[config.mk]
export PLATFORM = sky130hd
export DESIGN_NAME = event_ring_queue_drop_oldest
export DESIGN_NICKNAME = d
export VERILOG_FILES = /design/src/rtl/core/erq_pkg.sv /design/src/rtl/core/event_ring_queue_drop_oldest.sv
export SDC_FILE = /design/constraint.sdc
export NUM_CORES = 1
export LEC_CHECK = 0
export BUFFER_PORTS_ARGS = -buffer_cell sky130_fd_sc_hd__buf_2
export CAP_MARGIN = 20
export CORE_ASPECT_RATIO = 0.8
export CORE_UTILIZATION = 56
export CTS_BUF_LIST = sky130_fd_sc_hd__clkbuf_16
export DETAILED_ROUTE_END_ITERATION = 10
export GPL_ROUTABILITY_DRIVEN = 0
export PLACE_DENSITY_LB_ADDON = 0.3
export SYNTH_ARGS = -nofsm -noshare
export SYNTH_HDL_FRONTEND = slang
export SYNTH_SLANG_ARGS = --single-unit
[constraint.sdc]
create_clock -name clock -period 6.06 [get_ports clock]
set_clock_uncertainty 0.05 [all_clocks]
set_input_delay 0.606 -clock clock [delete_from_list [all_inputs] [get_ports clock]]
set_output_delay 0.606 -clock clock [all_outputs]
set_load 0.02 [all_outputs]
[src/rtl/core/erq_pkg.sv]
// Package for the event ring queue: sizes, operation codes and the event record type.
package erq_pkg;

   localparam int QUEUE_SIZE = 16;
   localparam int PTR_W      = (QUEUE_SIZE > 2) ? $clog2(QUEUE_SIZE) : 1;
   localparam logic [PTR_W-1:0] LAST_PTR = PTR_W'(QUEUE_SIZE - 1);

   typedef enum logic [1:0] {
      OP_PUSH  = 2'd0,
      OP_POP   = 2'd1,
      OP_PEEK  = 2'd2,
      OP_CLEAR = 2'd3
   } op_type;

   // Packed so that the first field sits in the highest bits.
   typedef struct packed {
      logic signed [15:0] param_b;
      logic signed [15:0] param_a;
      logic        [7:0]  target;
      logic        [7:0]  source;
      logic        [7:0]  ev_type;
   } event_rec_type;

   localparam int REC_W = $bits(event_rec_type);

   function automatic logic [PTR_W-1:0] ptr_advance(input logic [PTR_W-1:0] p);
      logic [PTR_W-1:0] r;
      if (p == LAST_PTR) begin
         r = '0;
      end else begin
         r = p + PTR_W'(1);
      end
      return r;
   endfunction

endpackage

[src/rtl/core/event_ring_queue_drop_oldest.sv]
// Event ring queue that overwrites the oldest record when full.
//
//  Channel  Direction  Contents
//  req_*    in         tuser[1:0] operation; tdata[55:0] type, source, target, param_a, param_b
//  rsp_*    out        tuser[1:0] found, dropped; tdata[55:0] type, source, target, param_a, param_b
//
// One operation is accepted per cycle while req_tready is high. Pointers are updated at acceptance
// and a pop or peek reads the slot memory at that edge into the read stage; the result moves
// into the output register when it is free, the read stage coming from the memory's registered read port.
// Reset clears both pointers and the handshake state; the slots are left as they are.
// A stalled result holds one further operation in the read stage, after which req_tready drops.
module event_ring_queue_drop_oldest
   import erq_pkg::*;
(
   input  logic             clock,
   input  logic             reset,
   input  logic             req_tvalid,
   output logic             req_tready,
   input  logic [55:0]      req_tdata,   // type, source, target, param_a, param_b
   input  logic [1:0]       req_tuser,   // operation
   output logic             rsp_tvalid,
   input  logic             rsp_tready,
   output logic [55:0]      rsp_tdata,   // type, source, target, param_a, param_b
   output logic [1:0]       rsp_tuser    // found, dropped
);

   event_rec_type mem [QUEUE_SIZE];

   logic [PTR_W-1:0] wr_ptr_ff, wr_ptr_in;
   logic [PTR_W-1:0] rd_ptr_ff, rd_ptr_in;
   logic             pend_ff, pend_in;
   logic             pend_found_ff, pend_dropped_ff;
   event_rec_type    rdata_ff;
   logic             rsp_valid_ff, rsp_valid_in;
   logic [55:0]      rsp_data_ff;
   logic [1:0]       rsp_user_ff;

   logic             accept;
   logic             out_free;
   logic             move;
   op_type           op;
   logic             empty;
   logic             full;
   logic             found_now;
   logic             dropped_now;
   logic [PTR_W-1:0] wr_next;

   assign op       = op_type'(req_tuser);
   assign out_free = !rsp_valid_ff || rsp_tready;
   assign move     = pend_ff && out_free;
   assign req_tready = !pend_ff || out_free;
   assign accept   = req_tvalid && req_tready;

   assign wr_next = ptr_advance(wr_ptr_ff);
   assign empty   = (wr_ptr_ff == rd_ptr_ff);
   assign full    = (wr_next == rd_ptr_ff);

   always_comb begin
      wr_ptr_in   = wr_ptr_ff;
      rd_ptr_in   = rd_ptr_ff;
      found_now   = 1'b0;
      dropped_now = 1'b0;
      if (accept) begin
         unique case (op)
            OP_PUSH: begin
               wr_ptr_in = wr_next;
               if (full) begin
                  rd_ptr_in   = ptr_advance(rd_ptr_ff);
                  dropped_now = 1'b1;
               end
            end
            OP_POP: begin
               if (!empty) begin
                  found_now = 1'b1;
                  rd_ptr_in = ptr_advance(rd_ptr_ff);
               end
            end
            OP_PEEK: begin
               found_now = !empty;
            end
            OP_CLEAR: begin
               wr_ptr_in = '0;
               rd_ptr_in = '0;
            end
            default: begin
               wr_ptr_in = wr_ptr_ff;
            end
         endcase
      end
      pend_in      = accept || (pend_ff && !move);
      rsp_valid_in = move || (rsp_valid_ff && !rsp_tready);
   end

   // Slot memory: one write and one registered read per cycle, each on an accepted operation.
   always_ff @(posedge clock) begin
      if (accept && op == OP_PUSH) begin
         mem[wr_ptr_ff] <= event_rec_type'(req_tdata);
      end
      if (accept) begin
         rdata_ff <= mem[rd_ptr_ff];
      end
   end

   always_ff @(posedge clock) begin
      if (reset) begin
         wr_ptr_ff    <= '0;
         rd_ptr_ff    <= '0;
         pend_ff      <= 1'b0;
         rsp_valid_ff <= 1'b0;
      end else begin
         wr_ptr_ff    <= wr_ptr_in;
         rd_ptr_ff    <= rd_ptr_in;
         pend_ff      <= pend_in;
         rsp_valid_ff <= rsp_valid_in;
      end
   end

   always_ff @(posedge clock) begin
      if (accept) begin
         pend_found_ff   <= found_now;
         pend_dropped_ff <= dropped_now;
      end
      if (move) begin
         rsp_data_ff <= pend_found_ff ? 56'(rdata_ff) : '0;
         rsp_user_ff <= {pend_dropped_ff, pend_found_ff};
      end
   end

   assign rsp_tvalid = rsp_valid_ff;
   assign rsp_tdata  = rsp_data_ff;
   assign rsp_tuser  = rsp_user_ff;

endmodule
==> results list <==
- Run status: completed
- Global routing consumed, over all layers together, 22.6% of the routing resources.
* Critical Path AT: 3650 ps
- Effective utilization at floorplan: 56.7%
- Number of violations of the max-capacitance limit: 0
* Post-synth ARST share: 0%
- Mapped Avg Cell Area: 24.9 um^2
- The floorplan has 85 rows.
- Pre-antenna DRT Iters: 5
* Crit Reg-Reg Startpoint: rd_ptr_ff[2]
- In the final layout, the share of cells above drive strength 1 is 33.0%.
- Headroom to the max-slew limit came out at 24.1%.
- Area contributors post-synth: sky130_fd_sc_hd__edfxtp_1, sky130_fd_sc_hd__mux4_2, sky130_fd_sc_hd__and2_1
* Clock root buffer: sky130_fd_sc_hd__clkbuf_16
- In the finished design, the share of the clock period the worst path needs comes to 51.6%.
- In this run the worst path has a maximum fanout of 45.
- Across all register-to-register paths, the minimum setup slack is 2930 ps.
* Dominant combinational cell family by area after synthesis: multiplexers
- Power density over cell area: 327 mW/mm^2
* Post-Route Utilization: 64.1%
- Of the total synthesized cell area, the portion taken by full adders, half adders and majority gates is 0.294%.
* Yosys cell types: 38
* Worst Hold Depth: 3
- The first global-routing pass estimated 113,000 um of wire.
* Endpoint, Worst Hold: pend_ff
- After clock tree synthesis, the clock-pin slew on the worst setup and hold paths is 60 ps.
* Filler cell count: 4,368
* Seq. cell area: 0.0306 mm^2
- Vias per inst: 6.17
- The multi-input combinational cells in the finished layout cover a total of 0.00740 mm^2.
* Worst Path Required: 6580 ps
- Final min period: 3130 ps
* Residual antenna-violating net count after detailed routing: 0
- At the end of the flow, the number of nets in the layout was 1,783.
* # resized after CTS: 0
* Mapped cell area: 0.0382 mm^2
- Measured along the x axis, the die boundary spans 294 um.
- Number of buffers on the longest clock path: 3
- VDD sags by at most 245 uV.
* Number of global-route vias before repair: 17,300
- DRT Wirelength: 75,700 um
- Most instantiated flip-flop cell in the synthesis netlist: sky130_fd_sc_hd__edfxtp_1
* Commonest cells in the netlist: sky130_fd_sc_hd__edfxtp_1, sky130_fd_sc_hd__mux4_2, sky130_fd_sc_hd__and2_1
- Summed over all layers, the global routing overflow is 0.
* Initial antenna violation count: 12
- Cell Count, Final, Fillers Out: 2,699
* Endpoint of the worst-slack reg-to-reg timing path: rd_ptr_ff[1]
- Setup repair after global routing left no endpoint under its margin.
- Slowest cell on the critical path: sky130_fd_sc_hd__buf_4
- In this run, synthesis inferred 1,012 flip-flops with an integrated enable.
- Routed via count: 16,700
- In the routed design, unresolved DRC markers number 0.
- Summing the areas of all xor and xnor instances in the mapped netlist gives 0.196% of the synthesized area.
- Counting the buffers created by CTS gives 94.
- For this block, the initial DRC count from the detailed router was 1,852.
- From bottom edge to top edge, the die measures 236 um.
- The floorplan step defined a die boundary enclosing 0.0693 mm^2.
* Number of buffers inserted by post-CTS setup repair: 0
- Clock tree synthesis found a total of 1,022 sinks.
* Share of the yosys chip area belonging to registers: 80.0%
- Top achievable clock speed: 320 MHz
- Adding up every negative setup slack in the final design gives 0 ps.
* Critical setup path kind: reg2reg
* Leakage power: 13.4 nW
- Detailed placement ended at an HPWL of 37,600 um.
- Measured in cells, the most critical reg-to-reg path has a length of 6.
- Total nets after synthesis: 1,606
- TritonCTS built the clock tree.
* Number of warnings reported in the yosys synthesis log: 0
- Compound-gate portion of the synthesized area: 0.468%
* Max-slew violation count: 0
- Core ar.: 0.0674 mm^2
- The worst hold path begins at req_tvalid.
- Dividing the detail-routed wire length by the instance count gives 28.0 um.
- Hold buffer count at cts: 0
* Leading cell type by number of instances after synthesis: sky130_fd_sc_hd__edfxtp_1
- Number of synthesized register bits: 1,022
- The count of buffers added on input and output ports is 121.
- In the synthesized netlist, mux cells make up 16.5% of the area.
- The number of endpoints with negative hold slack in the final report was 0.
- The clock reaches the later pin of the worst-skew pair after 650 ps.
- Area share of the largest cell type after synthesis: 79.5%
* Post-Place Cells: 2,525
* Ports: 122
- Setup violators final: 0
* Worst stage delay on the critical path: 750 ps
* Post-Synth Simple-Gate Area: 1.59%
- The biggest area contributor in the post-synthesis netlist is sky130_fd_sc_hd__edfxtp_1.
- Largest net degree at the start of global routing: 109
- H-Tree Depth: 3
- The area growth from synthesis to layout is 13.0%.
- Cell Chain, Critical Path: buf_4, xnor3_1, and3_1, a21boi_0, o21ai_0, a21oi_1
- Worst Max-Slew Pin Slew: 1140 ps
- STA classifies the critical path endpoint as a register.
* Number of cells produced by synthesis: 1,535
- Hold is met by 181 ps.
- The worst hold path belongs to the class in2reg.
* Setup crit start kind: register
[worst max-delay path by stage]
| stage | slack, ps | to | from |
|---|---|---|---|
| floorplan | 420 | mem[3][0] | rsp_tready |
| global placement | 2650 | mem[10][21] | req_tuser[0] |
| detailed placement | 2630 | mem[10][21] | req_tuser[0] |
| CTS | 2930 | rd_ptr_ff[1] | rd_ptr_ff[2] |
| global route | 2750 | rd_ptr_ff[1] | rd_ptr_ff[2] |
| finish | 2930 | rd_ptr_ff[1] | rd_ptr_ff[2] |
[sequential cells by signal, indices dropped and copies added, names as in the netlist]
| signal | flops |
|---|---|
| pend_ff | 1 |
| rsp_tuser | 2 |
| rdata_ff | 56 |
| rsp_tvalid | 1 |
| pend_found_ff | 1 |
| pend_dropped_ff | 1 |
| wr_ptr_ff | 4 |
| rd_ptr_ff | 4 |
| mem | 896 |
| rsp_tdata | 56 |
[layout by cell type (no fill, tap or decap), types with 10 or more instances in the layout]
cell and n:
sky130_fd_sc_hd__and2_1 57, sky130_fd_sc_hd__buf_2 121, sky130_fd_sc_hd__buf_4 28, sky130_fd_sc_hd__clkbuf_16 96, sky130_fd_sc_hd__clkinv_1 17, sky130_fd_sc_hd__clkinv_2 10
sky130_fd_sc_hd__edfxtp_1 1012, sky130_fd_sc_hd__inv_1 25, sky130_fd_sc_hd__mux4_2 280, sky130_fd_sc_hd__nor2_4 12
[power breakdown]
group	internal (mW)	leakage, nW	total (mW)	switching [mW]
sequential	7.84	9.27	7.87	0.0285
clock	3.27	1.53	5.78	2.51
combinational	0.204	2.57	0.479	0.275
total	11.3	13.4	14.1	2.81
[cells by family after synthesis]
| kind of cell | count (synthesis) |
|---|---|
| AND/OR/NAND/NOR | 107 |
| XOR/XNOR | 7 |
| flip-flops | 1022 |
| buffers and inverters | 83 |
| adder cells (fa/ha/maj) | 9 |
| multiplexers | 280 |
| AO/OA/AOI/OAI | 27 |
[metrics by stage]
step           power (mW)  setup WS (ps)  cell area, um^2
3_5_place_dp         8.50           2630            40100
4_1_cts              14.2           2930            43100
6_report             14.1           2930            43200
5_1_grt              14.5           2750            43200
2_1_floorplan        8.31            415            38200
3_3_place_gp         8.49           2650            40100
[critical path: cells and delay by family (launching register included)]
kind | cells | cell delay (ps)
AO/OA/AOI/OAI | 3 | 930
buffers and inverters | 1 | 750
flip-flops | 1 | 560
XOR/XNOR | 1 | 550
AND/OR/NAND/NOR | 1 | 180
[per-layer routing]
metal | global-route usage (%) | part of all wire, % | up-vias | wire, um
li1 | - | - | 6928 | -
met5 | 0 | 0.083 | - | 63
met2 | 35.6 | 49 | 639 | 37000
met4 | 4.96 | 1.8 | 12 | 1340
met1 | 33.5 | 42 | 8970 | 31700
met3 | 4.23 | 7.4 | 110 | 5590
[cell type report]
type                    count  area share [%]
clock buffers              96            5.56
multi-input cells         430            17.1
well taps                 913            2.64
clock inverters            68            1.41
diodes                      6          0.0348
inverters                   8          0.0753
repair buffers            156            2.28
flip-flops and latches   1022            70.8
Note: power is estimated with default switching activity, not from simulation.
